`src/rtl/scbm_pkg.sv`:
```
// ----------------------------------------------------------------------------
// Brace matcher package
// Shared constants, codes, beat types and helpers of the brace matcher.
// ----------------------------------------------------------------------------
package scbm_pkg;

  // Default widths of the internal nesting depth and byte index counters.
  localparam int unsigned DefDepthBits = 8;
  localparam int unsigned DefIndexBits = 16;

  // Widths of the beat fields.
  localparam int unsigned ByteWidth   = 8;
  localparam int unsigned OffsetWidth = 16;
  localparam int unsigned DepthWidth  = 8;

  // Character codes the scanner looks for.
  localparam logic [ByteWidth-1:0] ChOpen   = 8'd123;
  localparam logic [ByteWidth-1:0] ChClose  = 8'd125;
  localparam logic [ByteWidth-1:0] ChSlash  = 8'd47;
  localparam logic [ByteWidth-1:0] ChStar   = 8'd42;
  localparam logic [ByteWidth-1:0] ChDquote = 8'd34;
  localparam logic [ByteWidth-1:0] ChSquote = 8'd39;
  localparam logic [ByteWidth-1:0] ChBquote = 8'd96;
  localparam logic [ByteWidth-1:0] ChBslash = 8'd92;
  localparam logic [ByteWidth-1:0] ChNl     = 8'd10;

  typedef enum logic [1:0] {
    ST_SCAN    = 2'd0,
    ST_MATCH   = 2'd1,
    ST_NOMATCH = 2'd2,
    ST_IGNORED = 2'd3
  } status_e;

  typedef enum logic [1:0] {
    QK_NONE   = 2'd0,
    QK_DOUBLE = 2'd1,
    QK_SINGLE = 2'd2,
    QK_BACK   = 2'd3
  } quote_e;

  typedef struct packed {
    logic [ByteWidth-1:0] text_byte;
    logic                 first;
    logic                 last;
  } scbm_item_t;

  typedef struct packed {
    status_e                status;
    logic [OffsetWidth-1:0] offset;
    logic [DepthWidth-1:0]  depth;
  } scbm_result_t;

  // Maps a byte to the kind of quote it is, or none.
  function automatic quote_e quote_code(input logic [ByteWidth-1:0] c);
    quote_e q;
    q = QK_NONE;
    if (c == ChDquote) begin
      q = QK_DOUBLE;
    end else if (c == ChSquote) begin
      q = QK_SINGLE;
    end else if (c == ChBquote) begin
      q = QK_BACK;
    end
    return q;
  endfunction

endpackage

```
`src/rtl/scbm_if.sv`:
```
// ----------------------------------------------------------------------------
// Brace matcher stream interfaces
// Valid/ready channels for text bytes in and per-byte results out.
// ----------------------------------------------------------------------------
interface scbm_in_if;
  logic       valid;
  logic       ready;
  logic [7:0] text_byte;
  logic       first;
  logic       last;

  modport source (output valid, output text_byte, output first, output last, input ready);
  modport sink   (input valid, input text_byte, input first, input last, output ready);
endinterface

interface scbm_out_if;
  logic              valid;
  logic              ready;
  logic [1:0]        status;
  logic [15:0]       offset;
  logic [7:0]        depth;

  modport source (output valid, output status, output offset, output depth, input ready);
  modport sink   (input valid, input status, input offset, input depth, output ready);
endinterface

```
`src/rtl/string_comment_aware_brace_matcher.sv`:
```
// ----------------------------------------------------------------------------
// String and comment aware brace matcher
// Finds the closing brace that matches an opening brace in a byte stream.
// ----------------------------------------------------------------------------
// The block takes the text that follows an opening brace one byte per beat
// and returns one result beat for every byte: a status (scanning, this byte
// is the match, no match by the last byte, or ignored after a match), the
// byte's offset from the first byte and the nesting depth after it, both
// saturating. Braces inside line comments, block comments and strings in
// double, single or back quotes are not counted; a backslash just before a
// quote keeps the string open. A byte marked first restarts the scan. The
// block takes one byte every cycle while the result side takes beats. An
// accepted byte sits in the input register while the scan core works on it;
// when the result register is free, the core updates its state and the
// result register captures the beat at the same edge. The only loop is the
// state update in the scan core, so bytes follow each other with no gaps
// while the result side keeps taking beats. When the result side stalls,
// the result register and then the input register each hold one beat, and
// input ready stays low until the result side takes a beat.
// ----------------------------------------------------------------------------
module string_comment_aware_brace_matcher #(
  parameter int unsigned DEPTH_BITS = scbm_pkg::DefDepthBits,
  parameter int unsigned INDEX_BITS = scbm_pkg::DefIndexBits
) (
  input  logic       clk_i,
  input  logic       rst_ni,
  scbm_in_if.sink    in_i,
  scbm_out_if.source out_o
);
  import scbm_pkg::*;

  // Input register stage.
  logic         s1_valid_q;
  scbm_item_t   s1_item_q;

  // Result register stage.
  logic         out_valid_q;
  scbm_result_t out_res_q;

  scbm_result_t core_res;
  logic         out_free;
  logic         advance;
  logic         in_fire;

  // The result register can take a beat when empty or being drained.
  assign out_free = !out_valid_q || out_o.ready;
  assign advance  = s1_valid_q && out_free;
  assign in_i.ready = !s1_valid_q || advance;
  assign in_fire  = in_i.valid && in_i.ready;

  scbm_scan_core #(
    .DEPTH_BITS (DEPTH_BITS),
    .INDEX_BITS (INDEX_BITS)
  ) u_core (
    .clk_i    (clk_i),
    .rst_ni   (rst_ni),
    .step_i   (advance),
    .item_i   (s1_item_q),
    .result_o (core_res)
  );

  always_ff @(posedge clk_i or negedge rst_ni) begin
    if (!rst_ni) begin
      s1_valid_q <= 1'b0;
    end else if (in_fire) begin
      s1_valid_q <= 1'b1;
    end else if (advance) begin
      s1_valid_q <= 1'b0;
    end
  end

  always_ff @(posedge clk_i) begin
    if (in_fire) begin
      s1_item_q.text_byte <= in_i.text_byte;
      s1_item_q.first     <= in_i.first;
      s1_item_q.last      <= in_i.last;
    end
  end

  always_ff @(posedge clk_i or negedge rst_ni) begin
    if (!rst_ni) begin
      out_valid_q <= 1'b0;
    end else if (advance) begin
      out_valid_q <= 1'b1;
    end else if (out_o.ready) begin
      out_valid_q <= 1'b0;
    end
  end

  always_ff @(posedge clk_i) begin
    if (advance) begin
      out_res_q <= core_res;
    end
  end

  assign out_o.valid  = out_valid_q;
  assign out_o.status = out_res_q.status;
  assign out_o.offset = out_res_q.offset;
  assign out_o.depth  = out_res_q.depth;

  // A match or an ignored byte always reports depth zero.
  a_depth_zero_on_done: assert property (@(posedge clk_i) disable iff (!rst_ni)
    (out_valid_q && (out_res_q.status == ST_MATCH || out_res_q.status == ST_IGNORED))
      |-> (out_res_q.depth == '0))
    else $error("nonzero depth on match or ignored byte");

  // A byte held in the input register while the result side is blocked stays put.
  a_s1_hold: assert property (@(posedge clk_i) disable iff (!rst_ni)
    (s1_valid_q && !out_free) |=> (s1_valid_q && $stable(s1_item_q)))
    else $error("input register lost a byte under stall");

  // Every accepted byte lands in the input register.
  a_accept_fills_s1: assert property (@(posedge clk_i) disable iff (!rst_ni)
    in_fire |=> s1_valid_q)
    else $error("accepted byte not captured");

endmodule

```
`src/rtl/scbm_scan_core.sv`:
```
// ----------------------------------------------------------------------------
// Brace matcher scan core
// Holds the lexical state and computes one byte's result and state update.
// ----------------------------------------------------------------------------
module scbm_scan_core #(
  parameter int unsigned DEPTH_BITS = scbm_pkg::DefDepthBits,
  parameter int unsigned INDEX_BITS = scbm_pkg::DefIndexBits
) (
  input  logic                  clk_i,
  input  logic                  rst_ni,
  input  logic                  step_i,
  input  scbm_pkg::scbm_item_t  item_i,
  output scbm_pkg::scbm_result_t result_o
);
  import scbm_pkg::*;

  localparam logic [DEPTH_BITS-1:0] DepthMax = {DEPTH_BITS{1'b1}};
  localparam logic [INDEX_BITS-1:0] IndexMax = {INDEX_BITS{1'b1}};
  localparam int unsigned DepthExtW = (DEPTH_BITS > DepthWidth) ? DEPTH_BITS : DepthWidth;
  localparam int unsigned IndexExtW = (INDEX_BITS > OffsetWidth) ? INDEX_BITS : OffsetWidth;

  logic [DEPTH_BITS-1:0] depth_q, depth_d, depth_e, depth_dec, depth_out;
  logic                  str_q, str_d, str_e;
  quote_e                qk_q, qk_d, qk_e;
  logic                  lc_q, lc_d, lc_e;
  logic                  bc_q, bc_d, bc_e;
  logic [ByteWidth-1:0]  prev_q, prev_d, prev_e;
  logic                  cons_q, cons_d, cons_e;
  logic [INDEX_BITS-1:0] idx_q, idx_d, idx_e;
  logic                  match_q, match_d, match_e;

  logic [ByteWidth-1:0]  c;
  quote_e                q;
  logic                  plain;
  logic                  used;
  status_e               status;
  logic [DepthExtW-1:0]  depth_ext;
  logic [IndexExtW-1:0]  idx_ext;

  assign c = item_i.text_byte;
  assign q = quote_code(c);

  always_comb begin
    // A first mark restarts the scan before this byte is looked at.
    depth_e = item_i.first ? DEPTH_BITS'(1) : depth_q;
    str_e   = item_i.first ? 1'b0 : str_q;
    qk_e    = item_i.first ? QK_NONE : qk_q;
    lc_e    = item_i.first ? 1'b0 : lc_q;
    bc_e    = item_i.first ? 1'b0 : bc_q;
    prev_e  = item_i.first ? ChOpen : prev_q;
    cons_e  = item_i.first ? 1'b0 : cons_q;
    idx_e   = item_i.first ? '0 : idx_q;
    match_e = item_i.first ? 1'b0 : match_q;

    depth_d = depth_e;
    str_d   = str_e;
    qk_d    = qk_e;
    lc_d    = lc_e;
    bc_d    = bc_e;
    prev_d  = prev_e;
    cons_d  = cons_e;
    match_d = match_e;
    idx_d   = (idx_e != IndexMax) ? idx_e + 1'b1 : idx_e;

    plain     = !lc_e && !bc_e;
    used      = 1'b0;
    status    = ST_SCAN;
    depth_out = '0;
    depth_dec = (depth_e != '0) ? depth_e - 1'b1 : depth_e;

    if (match_e) begin
      status = ST_IGNORED;
    end else begin
      // Two-byte comment markers; a byte that closed a marker cannot open one.
      if (!str_e) begin
        if (plain && !cons_e && prev_e == ChSlash && c == ChSlash) begin
          lc_d = 1'b1;
          used = 1'b1;
        end else if (plain && !cons_e && prev_e == ChSlash && c == ChStar) begin
          bc_d = 1'b1;
          used = 1'b1;
        end else if (bc_e && !cons_e && prev_e == ChStar && c == ChSlash) begin
          bc_d = 1'b0;
          used = 1'b1;
        end else if (lc_e && c == ChNl) begin
          lc_d = 1'b0;
        end
      end
      if (!used) begin
        if (!lc_d && !bc_d) begin
          if (!str_e && q != QK_NONE) begin
            str_d = 1'b1;
            qk_d  = q;
          end else if (str_e && q != QK_NONE && q == qk_e && prev_e != ChBslash) begin
            str_d = 1'b0;
            qk_d  = QK_NONE;
          end
        end
        if (!str_d && !lc_d && !bc_d) begin
          if (c == ChOpen) begin
            if (depth_e != DepthMax) begin
              depth_d = depth_e + 1'b1;
            end
          end else if (c == ChClose) begin
            depth_d = depth_dec;
            if (depth_dec == '0) begin
              match_d = 1'b1;
              status  = ST_MATCH;
            end
          end
        end
      end
      prev_d = c;
      cons_d = used;
      if (status != ST_MATCH && item_i.last) begin
        status = ST_NOMATCH;
      end
      depth_out = depth_d;
    end
  end

  assign depth_ext = DepthExtW'(depth_out);
  assign idx_ext   = IndexExtW'(idx_e);

  always_comb begin
    result_o.status = status;
    result_o.depth  = (depth_ext > DepthExtW'({DepthWidth{1'b1}})) ?
                      {DepthWidth{1'b1}} : depth_ext[DepthWidth-1:0];
    result_o.offset = (idx_ext > IndexExtW'({OffsetWidth{1'b1}})) ?
                      {OffsetWidth{1'b1}} : idx_ext[OffsetWidth-1:0];
  end

  always_ff @(posedge clk_i or negedge rst_ni) begin
    if (!rst_ni) begin
      depth_q <= DEPTH_BITS'(1);
      str_q   <= 1'b0;
      qk_q    <= QK_NONE;
      lc_q    <= 1'b0;
      bc_q    <= 1'b0;
      prev_q  <= ChOpen;
      cons_q  <= 1'b0;
      idx_q   <= '0;
      match_q <= 1'b0;
    end else if (step_i) begin
      depth_q <= depth_d;
      str_q   <= str_d;
      qk_q    <= qk_d;
      lc_q    <= lc_d;
      bc_q    <= bc_d;
      prev_q  <= prev_d;
      cons_q  <= cons_d;
      idx_q   <= idx_d;
      match_q <= match_d;
    end
  end

  // A string and a comment are never open at the same time.
  a_str_excl_comment: assert property (@(posedge clk_i) disable iff (!rst_ni)
    str_q |-> (!lc_q && !bc_q))
    else $error("string and comment open together");

  // Once matched, the depth has reached zero and stays there.
  a_match_depth_zero: assert property (@(posedge clk_i) disable iff (!rst_ni)
    match_q |-> (depth_q == '0))
    else $error("matched with nonzero depth");

endmodule

```
`src/flat_wrapper.sv`:
```
// flat-port wrapper written by rule: the top's interface ports become plain ports
module string_comment_aware_brace_matcher_flat import scbm_pkg::*;
#(
  parameter int unsigned DEPTH_BITS = scbm_pkg::DefDepthBits,
  parameter int unsigned INDEX_BITS = scbm_pkg::DefIndexBits
)
  (clk_i, rst_ni, in_i_valid, in_i_text_byte, in_i_first, in_i_last, in_i_ready, out_o_valid, out_o_status, out_o_offset, out_o_depth, out_o_ready);
  scbm_in_if in_i_i ();
  scbm_out_if out_o_i ();
  input  logic clk_i;
  input  logic rst_ni;
  input wire logic [$bits(in_i_i.valid)-1:0] in_i_valid;
  input wire logic [$bits(in_i_i.text_byte)-1:0] in_i_text_byte;
  input wire logic [$bits(in_i_i.first)-1:0] in_i_first;
  input wire logic [$bits(in_i_i.last)-1:0] in_i_last;
  output wire logic [$bits(in_i_i.ready)-1:0] in_i_ready;
  output wire logic [$bits(out_o_i.valid)-1:0] out_o_valid;
  output wire logic [$bits(out_o_i.status)-1:0] out_o_status;
  output wire logic [$bits(out_o_i.offset)-1:0] out_o_offset;
  output wire logic [$bits(out_o_i.depth)-1:0] out_o_depth;
  input wire logic [$bits(out_o_i.ready)-1:0] out_o_ready;
  assign in_i_i.valid = in_i_valid;
  assign in_i_i.text_byte = in_i_text_byte;
  assign in_i_i.first = in_i_first;
  assign in_i_i.last = in_i_last;
  assign in_i_ready = in_i_i.ready;
  assign out_o_valid = out_o_i.valid;
  assign out_o_status = out_o_i.status;
  assign out_o_offset = out_o_i.offset;
  assign out_o_depth = out_o_i.depth;
  assign out_o_i.ready = out_o_ready;
  string_comment_aware_brace_matcher #(.DEPTH_BITS(DEPTH_BITS), .INDEX_BITS(INDEX_BITS)) u_core (.clk_i(clk_i), .rst_ni(rst_ni), .in_i(in_i_i), .out_o(out_o_i));
endmodule
```
`config.mk`:
```
export PLATFORM = sky130hd
export DESIGN_NAME = string_comment_aware_brace_matcher_flat
export DESIGN_NICKNAME = d
export VERILOG_FILES = /design/src/rtl/scbm_pkg.sv /design/src/rtl/scbm_if.sv /design/src/rtl/string_comment_aware_brace_matcher.sv /design/src/rtl/scbm_scan_core.sv /design/src/flat_wrapper.sv
export SDC_FILE = /design/constraint.sdc
export NUM_CORES = 1
export LEC_CHECK = 0
export BUFFER_PORTS_ARGS = -buffer_cell sky130_fd_sc_hd__buf_2
export CAP_MARGIN = 10
export CORE_ASPECT_RATIO = 0.9
export CORE_MARGIN = 3
export CORE_UTILIZATION = 30
export CTS_BUF_LIST = sky130_fd_sc_hd__clkbuf_4 sky130_fd_sc_hd__clkbuf_8 sky130_fd_sc_hd__clkbuf_16
export DETAILED_ROUTE_END_ITERATION = 16
export RECOVER_POWER = 100
export SLEW_MARGIN = 30
export SYNTH_ARGS = -nofsm -noshare
export SYNTH_HDL_FRONTEND = slang
export SYNTH_HIERARCHICAL = 1
export SYNTH_SLANG_ARGS = --single-unit
```
`constraint.sdc`:
```
create_clock -name clk_i -period 5.9 [get_ports clk_i]
set_input_delay 0.885 -clock clk_i [delete_from_list [all_inputs] [get_ports clk_i]]
set_output_delay 0.885 -clock clk_i [all_outputs]
set_load 0.05 [all_outputs]
```
==> flow_summary_export.csv, run 1 <==
group,metric,value,unit
placed_design,place.gp.congestion,0.938,
yosys,synthCells,422,
clock_network,clkTransAtPathRegs,0.06,ns
flow_run,maxCapViolations,2,
clock_network,cts_buffer_depth,2,
global_route,grt_util_all_layers,13.3,%
clock_network,clock_latency,0.33,ns
sta,final.setup.tns,0,ns
clock_network,cts_buffers,9,
critical_path,r2r_slack,1.92,ns
sta,clock_skew,0.00503,ns
cells_and_area,fillers,1384,
global_route,grt_max_degree,50,
global_route,grt_overflow,0,
sta,finalSetupViolations,0,
yosys,synthFlopType,"edfxtp_1",
floorplan,coreArea,13700,µm²
yosys,synth_top_area_cell,"edfxtp_1",
sta,relSlewSlack,-54.8,%
critical_path,worst_setup_path_end_kind,"register",
cells_and_area,final_layout_size_suffix_gt1_share,10.3,%
power_and_ir_drop,leakagePower,0.00183,µW
yosys,ys_seq_area_share,49.2,%
routing,vias,3403,
cells_and_area,antennaDiodeCount,0,
clock_network,cts_tree,"built",
floorplan,num_io_pins,42,
floorplan,die-area,15800,µm²
status,status,"complete, but fails checks",
sta,worst_pin_slew,2.32,ns
clock_network,htree_num_levels,3,
sta,fmax,0.237,GHz
floorplan,start_util,31.5,%
cells_and_area,nets,471,
global_route,antenna_found_initial,0,
yosys,synth_top_area_share,25.2,%
cells_and_area,syn_to_final_growth,13.1,%
global_route,grt_pass1_wl,17.1,mm
clock_network,cts.repair.resized,0,
yosys,async_reset_ff_share,53.2,%
sta,slew_violations,79,
routing,met2_length,4.69,mm
yosys,ys_warn_count,6,
power_and_ir_drop,power.total,1470,µW
routing,top_layer,"met4",
power_and_ir_drop,ir_drop,185,µV
routing,drc,0,
clock_network,cts_root_buf,"clkbuf_16",
sta,rsz0062_at_grt,"false",
clock_network,hold_buffers,0,
routing,dr.first_iter.drc_count,316,
routing,met3_length,575,µm
placed_design,io_buffer_count,41,
clock_network,post_cts_buffers,0,
yosys,synth_nets,440,
critical_path,cp_max_fo,36,
routing,wirelength,10.6,mm
routing,postRouteAntennaNets,0,
critical_path,worstPathArrival,4.44,ns
global_route,grt_pass1_vias,3235,
critical_path,worstPathRequired,6.12,ns
routing,via_per_inst,5.26,
routing,m1WireLength,5.23,mm
worst_hold_path,hold_path.class,"reg2reg",
routing,first_pass_iters,5,
yosys,synth.cell_area,4300,µm²
yosys,synth_area_leaders,"edfxtp_1, dfrtp_1, nand2_1",
yosys,synth_edf_count,36,
power_and_ir_drop,powerDensity,302,nW/µm²
sta,finalCritPeriodShare,71.6,%
yosys,synth.distinct_cells,78,
placed_design,dp_hpwl,7.51,mm
yosys,yosysMostFrequentCell,"nand2_1",
critical_path,path_class,"in2reg",
floorplan,std_cell_rows,40,
floorplan,die_w,132,µm
sta,hold_viol,0,
yosys,syn_area_per_cell,10.2,µm²
yosys,synth_common_cells,"nand2_1, edfxtp_1, dfrtp_1, nor2_1, nor2b_1",
clock_network,cts.sinks,77,
routing,wl_per_cell,16.4,µm
yosys,ys_ff_latch,77,
sta,fin_crit,4.23,ns
critical_path,critPathLaunchType,"primary input",
floorplan,die_y,120,µm
status,violations,"max-capacitance violations, max-slew violations",
[final cells by class]
cell class | instances | area [µm²] | share of cell area (%)
Multi-Input combinational cell | 312 | 1980 | 40.6
Clock inverter | 6 | 66.3 | 1.36
Timing Repair Buffer | 43 | 179 | 3.68
Tap cell | 189 | 236 | 4.86
Inverter | 10 | 37.5 | 0.772
Clock buffer | 10 | 250 | 5.15
Sequential cell | 77 | 2120 | 43.5
[cells by family (layout without fill, tap and decap cells)]
kind of cell / after synthesis / count (layout) / share of synthesized area (%)
compound gates: 88 / 88 / 15.2
xor+xnor: 17 / 17 / 3.46
fa+ha+maj: 4 / 4 / 1.16
buf+inv: 33 / 69 / 3.49
flops: 77 / 77 / 49.2
mux: 6 / 6 / 1.48
simple gates: 197 / 197 / 26.0
[flip-flops by register name, indices dropped and copies added, names as in the netlist, 2 cells and up]
signal,count
u_core/u_core/idx_q,16
u_core/out_o.offset,16
u_core/u_core/depth_q,8
u_core/u_core/prev_q,8
u_core/out_o.status,2
u_core/u_core/qk_q,2
u_core/out_o.depth,8
u_core/s1_item_q,10
[stage by stage]
stage / util [%] / hold WS [ns] / setup WS (ns) / cell area [µm²] / cells
finish: 35.6 / 0.466 / 1.67 / 4860 / 647
global route: 35.6 / 0.490 / 1.20 / 4860 / 647
CTS: 36.3 / 0.468 / 2.61 / 4960 / 647
detailed placement: 34.0 / 0.457 / 2.58 / 4640 / 631
global placement: 34.0 / 0.458 / 2.60 / 4640 / 631
floorplan: - / 0.436 / 2.38 / 4300 / 422
[placed cells by master, fill, tap and decap left out, types with 4 or more instances in the layout]
master and instances:
a21oi_1 20, a22o_1 4, a31oi_1 6, and3_1 5, and4_1 5, buf_2 11
clkbuf_1 31, clkbuf_16 10, dfrtp_1 34, dfstp_2 7, edfxtp_1 36, ha_1 4
inv_1 10, nand2_1 67, nand2b_1 9, nand3_1 12, nand4_1 8, nor2_1 24
nor2b_1 24, nor3_1 7, nor4b_1 5, o211ai_1 4, o21ai_0 19, xnor2_1 8
xor2_1 9
[where the power goes]
part           switching [µW]  total (µW)  leakage [µW]  internal, µW
Combinational             158         219      0.000791          60.9
Clock                     222         577      0.000155           355
Sequential               46.9         669      0.000883           622
Total                     428        1470       0.00183          1040
[critical path, stage by stage]
cell,delay [ns]
buf_2,0.08
nand2b_1,0.11
and2_0,0.13
clkbuf_1,1.30
inv_1,0.44
nor2_1,0.89
o21ai_0,0.29
a22o_1,0.30
[final timing paths]
kind                                         start  cells after the start                 endpoint
max                                    out_o_ready                      8    u_core/u_core/qk_q[1]
min                        u_core/u_core/prev_q[3]                      2  u_core/u_core/prev_q[3]
max reg2reg                     u_core/out_o.valid                      7    u_core/u_core/qk_q[1]
min reg2reg                u_core/u_core/prev_q[3]                      2  u_core/u_core/prev_q[3]
max in group asynchronous                   rst_ni                      1   u_core/u_core/idx_q[7]
min in group asynchronous                   rst_ni                      1  u_core/u_core/idx_q[13]
[layer usage]
layer  global-route usage, %  vias to the layer above
met5                       0                        -
met3                    3.31                       14
met1                    19.2                     1655
met4                    3.61                        0
li1                        -                     1611
met2                    19.7                      123
Power figures use the tool's default switching activity.
==> inputs of run 2 (changes only) <==
==> constraint.sdc (replaced) <==
create_clock -name clk_i -period 3.9 [get_ports clk_i]
set_input_delay 0.585 -clock clk_i [delete_from_list [all_inputs] [get_ports clk_i]]
set_output_delay 0.585 -clock clk_i [all_outputs]
set_load 0.05 [all_outputs]
==> flow_summary_export.csv, run 2 (same netlist as run 1, synthesis figures left out) <==
group,metric,value,unit
status,status,"finished clean",
floorplan,start_util,31.5,%
cells_and_area,layout_common_cells,"nand2_1, edfxtp_1, dfrtp_1",
routing,vias,3355,
placed_design,place_inst,636,
floorplan,die_y,120,µm
clock_network,cts.repair.resized,0,
power_and_ir_drop,power.total,2210,µW
sta,fin_crit,3.34,ns
cells_and_area,layout_commonest_cell,"nand2_1",
global_route,met3_usage,2.98,%
cells_and_area,nets,476,
critical_path,worstPathRequired,4.10,ns
critical_path,worstPathArrival,3.54,ns
routing,drc,0,
clock_network,htree_num_levels,3,
cells_and_area,final_cells,652,
sta,fmax,0.299,GHz
critical_path,worst_setup_path_end_kind,"register",
clock_network,clkTransAtPathRegs,0.07,ns
critical_path,worstPathCellList,"buf_4, nor2b_1, nor4_1, a31oi_1, a21oi_4, nand3_1, or3_1, a21oi_2",
cells_and_area,syn_to_final_growth,13.4,%
clock_network,clock_latency,0.34,ns
placed_design,place.gp.congestion,0.932,
placed_design,io_buffer_count,41,
routing,postRouteAntennaNets,0,
clock_network,cts_root_buf,"clkbuf_16",
global_route,grt_util_all_layers,13.7,%
cells_and_area,antennaDiodeCount,0,
placed_design,placed_area,4690,µm²
routing,wirelength,10.6,mm
clock_network,cts_tree,"built",
floorplan,num_io_pins,42,
global_route,grt_overflow,0,
clock_network,post_cts_buffers,0,
clock_network,cts_buffers,9,
critical_path,slowest_stage,"nor4_1",
sta,clock_skew,0.00949,ns
cells_and_area,fillers,1378,
floorplan,die_w,132,µm
sta,finalCritPeriodShare,85.7,%
cells_and_area,final_layout_size_suffix_gt1_share,10.8,%
routing,via_per_inst,5.15,
critical_path,path_class,"reg2reg",
sta,slew_violations,0,
critical_path,slowest_delay,0.59,ns
flow_run,maxCapViolations,0,
global_route,grt_pass1_wl,17.5,mm
critical_path,cp_max_fo,40,
power_and_ir_drop,leakagePower,0.00184,µW
sta,final.setup.tns,0,ns
sta,worst_pin_slew,1.45,ns
power_and_ir_drop,powerDensity,452,nW/µm²
critical_path,critPathLaunchType,"register",
clock_network,hold_buffers,0,
sta,hold_viol,0,
placed_design,dp_hpwl,7.55,mm
global_route,antenna_found_initial,0,
sta,relSlewSlack,3.32,%
routing,first_pass_iters,6,
power_and_ir_drop,ir_drop,234,µV
global_route,grt_use_met1,20.6,%
cells_and_area,stdcell_area,4880,µm²
global_route,grt-busiest-layer,"met1",
sta,finalSetupViolations,0,
global_route,grt_pass1_vias,3255,
routing,wl_per_cell,16.3,µm
floorplan,std_cell_rows,40,
clock_network,cts_buffer_depth,2,
routing,dr.first_iter.drc_count,344,
critical_path,r2r_slack,0.56,ns
floorplan,coreArea,13700,µm²
floorplan,die-area,15800,µm²
clock_network,cts.sinks,77,
global_route,grt_max_degree,41,
worst_hold_path,hold_path.class,"in2async",
global_route,met2_usage,19.8,%
sta,rsz0062_at_grt,"false",
[run 2: changes by cell type in the layout (fill, tap and decap cells not counted), sizes merged]
cell / change
buf: +4
inv: -1
clkbuf: +2
[run 2: final timing paths]
path / start / end / depth (start not counted)
min: rst_ni / u_core/u_core/idx_q[12] / 1
min reg2reg: u_core/u_core/prev_q[3] / u_core/u_core/prev_q[3] / 2
max in group asynchronous: rst_ni / u_core/u_core/prev_q[7] / 2
max: u_core/s1_item_q[1] / u_core/out_o.depth[5] / 8
min in group clk_i: in_i_text_byte[5] / u_core/s1_item_q[7] / 1
max reg2reg: u_core/s1_item_q[1] / u_core/out_o.depth[5] / 8
[run 2: where the power goes]
part | leakage (µW) | internal, µW | total [µW] | switching, µW
clock | 0.000147 | 522 | 860 | 339
sequential | 0.000883 | 940 | 1010 | 68.3
combinational | 0.000812 | 95.5 | 337 | 242
total | 0.00184 | 1560 | 2210 | 649
[run 2: worst max-delay path: cells and delay by family (launching register included)]
kind | cells | cell delay (ns)
AO/OA/AOI/OAI | 3 | 0.73
buffers and inverters | 1 | 0.42
AND/OR/NAND/NOR | 4 | 1.61
flip-flops | 1 | 0.43
[run 2: area by class of cell]
class | count | area, µm² | area share (%)
well taps | 189 | 236 | 4.85
flip-flops and latches | 77 | 2120 | 43.4
repair buffers | 48 | 210 | 4.31
multi-input cells | 312 | 1970 | 40.4
clock buffers | 11 | 246 | 5.06
clock inverters | 5 | 58.8 | 1.21
inverters | 10 | 37.5 | 0.770
[run 2: layer usage]
metal  wire length, µm  vias up
met2              4650      114
met1              5290     1610
met4               112        0
li1                  -     1619
met3               564       12
met5                 0        -
[run 2: metrics by stage]
| stage | utilization, % | hold slack, ns | setup WS [ns] |
|---|---|---|---|
| 6_report | 35.7 | 0.348 | 0.559 |
| 5_1_grt | 35.7 | 0.407 | 0.240 |
| 4_1_cts | 36.6 | 0.174 | 0.784 |
| 3_5_place_dp | 34.3 | 0.458 | 0.787 |
| 3_3_place_gp | 34.2 | 0.455 | 0.785 |
| 2_1_floorplan | - | 0.289 | 0.382 |
==> inputs of run 3 (changes only) <==
--- a/config.mk
+++ b/config.mk
@@ -11,6 +11,7 @@
 export CORE_MARGIN = 3
 export CORE_UTILIZATION = 30
 export CTS_BUF_LIST = sky130_fd_sc_hd__clkbuf_4 sky130_fd_sc_hd__clkbuf_8 sky130_fd_sc_hd__clkbuf_16
+export CTS_CLUSTER_SIZE = 25
 export DETAILED_ROUTE_END_ITERATION = 16
 export RECOVER_POWER = 100
 export SLEW_MARGIN = 30
==> constraint.sdc (replaced) <==
create_clock -name clk_i -period 4.2 [get_ports clk_i]
set_input_delay 0.63 -clock clk_i [delete_from_list [all_inputs] [get_ports clk_i]]
set_output_delay 0.63 -clock clk_i [all_outputs]
set_load 0.05 [all_outputs]
==> flow_summary_export.csv, run 3 (same netlist as run 1, synthesis figures left out) <==
group,metric,value,unit
critical_path,worstRegToRegCells,8,
global_route,grt_max_degree,42,
clock_network,clkTransAtPathRegs,0.06,ns
critical_path,slowest_stage,"o21ai_0",
worst_hold_path,hold_start,"in_i_last",
global_route,grt_pass1_vias,3143,
placed_design,place.gp.congestion,0.940,
routing,wirelength,10.6,mm
worst_hold_path,whs_endpoint,"u_core/s1_item_q[0]",
flow_run,maxCapViolations,1,
sta,relSlewSlack,-59.1,%
clock_network,post_cts_buffers,0,
routing,via_per_inst,5.18,
critical_path,slowest_delay,0.72,ns
sta,whs,0.465,ns
routing,wl_per_cell,16.4,µm
floorplan,coreArea,13700,µm²
power_and_ir_drop,powerDensity,431,nW/µm²
cells_and_area,layout_common_cells,"nand2_1, edfxtp_1, dfrtp_1",
critical_path,r2r_end,"u_core/u_core/depth_q[2]",
floorplan,die-area,15800,µm²
status,status,"complete, but fails checks",
cells_and_area,final_cells,648,
sta,finalCritPeriodShare,83.8,%
sta,final.setup.tns,0,ns
power_and_ir_drop,leakagePower,0.00185,µW
critical_path,worstPathArrival,3.79,ns
clock_network,cts_buffers,9,
clock_network,cts.repair.resized,0,
global_route,grt_util_all_layers,13.5,%
critical_path,path_class,"reg2reg",
critical_path,r2r_slack,0.68,ns
critical_path,worstPathCellList,"clkbuf_1, or3b_1, nor4_4, nand2_1, or2_0, and3_1, o21ai_0, a22o_1",
sta,hold_viol,0,
placed_design,place_inst,632,
clock_network,hold_buffers,0,
clock_network,cts.sinks,77,
placed_design,dp_hpwl,7.38,mm
sta,clock_skew,0.00592,ns
placed_design,placed_area,4650,µm²
global_route,grt_pass1_wl,17.0,mm
critical_path,worst_setup_path_end_kind,"register",
sta,slew_violations,42,
status,violations,"max-capacitance violations, max-slew violations",
sta,worst_pin_slew,2.39,ns
power_and_ir_drop,ir_drop,297,µV
floorplan,num_io_pins,42,
sta,fmax,0.284,GHz
cells_and_area,layout_commonest_cell,"nand2_1",
critical_path,worstPathRequired,4.47,ns
critical_path,critPathLaunchType,"register",
floorplan,std_cell_rows,40,
cells_and_area,syn_to_final_growth,14.0,%
clock_network,htree_num_levels,3,
global_route,grt_overflow,0,
floorplan,start_util,31.5,%
cells_and_area,final_layout_size_suffix_gt1_share,10.7,%
global_route,antenna_found_initial,0,
clock_network,cts_root_buf,"clkbuf_16",
worst_hold_path,holdPathStages,1,
critical_path,cp_max_fo,17,
sta,rsz0062_at_grt,"false",
clock_network,cts_tree,"built",
routing,dr.first_iter.drc_count,334,
worst_hold_path,hold_path.class,"in2reg",
routing,postRouteAntennaNets,0,
floorplan,die_w,132,µm
routing,drc,0,
cells_and_area,nets,472,
clock_network,clock_latency,0.33,ns
cells_and_area,stdcell_area,4900,µm²
clock_network,cts_buffer_depth,2,
routing,vias,3356,
sta,finalSetupViolations,0,
routing,first_pass_iters,5,
placed_design,io_buffer_count,41,
cells_and_area,antennaDiodeCount,0,
critical_path,r2r-start,"u_core/s1_item_q[1]",
sta,fin_crit,3.52,ns
floorplan,die_y,120,µm
## run 3: how the worst max path moves through the flow
stage	depth (start not counted)	endpoint	startpoint
after global placement	9	u_core/out_o.status[1]	u_core/s1_item_q[1]
after detailed placement	9	u_core/out_o.status[1]	u_core/s1_item_q[1]
after floorplan	13	u_core/out_o.status[1]	u_core/s1_item_q[1]
after CTS	9	u_core/out_o.status[1]	u_core/s1_item_q[1]
final	8	u_core/u_core/depth_q[2]	u_core/s1_item_q[1]
after global routing	8	u_core/u_core/depth_q[2]	u_core/s1_item_q[1]
## run 3: area by class of cell
| type | instances | area [µm²] |
|---|---|---|
| fillers | 1374 | 8760 |
| flip-flops and latches | 77 | 2120 |
| multi-input cells | 312 | 1990 |
| clock buffers | 13 | 268 |
| well taps | 189 | 236 |
| repair buffers | 44 | 186 |
| clock inverters | 3 | 68.8 |
| inverters | 10 | 37.5 |
## run 3: per-layer routing
metal,share of wire [%],vias to the layer above,routed length [µm],global-route usage [%]
met3,5.7,12,609,2.89
met5,0,-,0,0
met1,51,1611,5380,20.3
li1,-,1610,-,-
met4,1.4,0,148,4.00
met2,42,123,4480,19.4
## run 3: power by group
| part | switching [µW] | internal, µW | total, µW | leakage, µW |
|---|---|---|---|---|
| clock | 298 | 567 | 865 | 0.000167 |
| combinational | 225 | 86.2 | 312 | 0.000796 |
| sequential | 63.0 | 873 | 936 | 0.000883 |
## run 3: per-stage QoR
step / worst slack [ns] / util, % / total power [µW]
6_report: 0.679 / 35.9 / 2110
5_1_grt: 0.469 / 35.9 / 2210
4_1_cts: 0.946 / 36.5 / 2150
3_5_place_dp: 0.974 / 34.1 / 1270
3_3_place_gp: 1.14 / 34.0 / 1260
2_1_floorplan: 0.682 / - / 1170
## run 3: critical path, delay by kind of cell (launching register included)
kind | cells | cell delay, ns
AOI/OAI and AO/OA | 2 | 0.98
buffers and inverters | 1 | 0.34
DFF | 1 | 0.42
and+or+nand+nor | 5 | 1.70
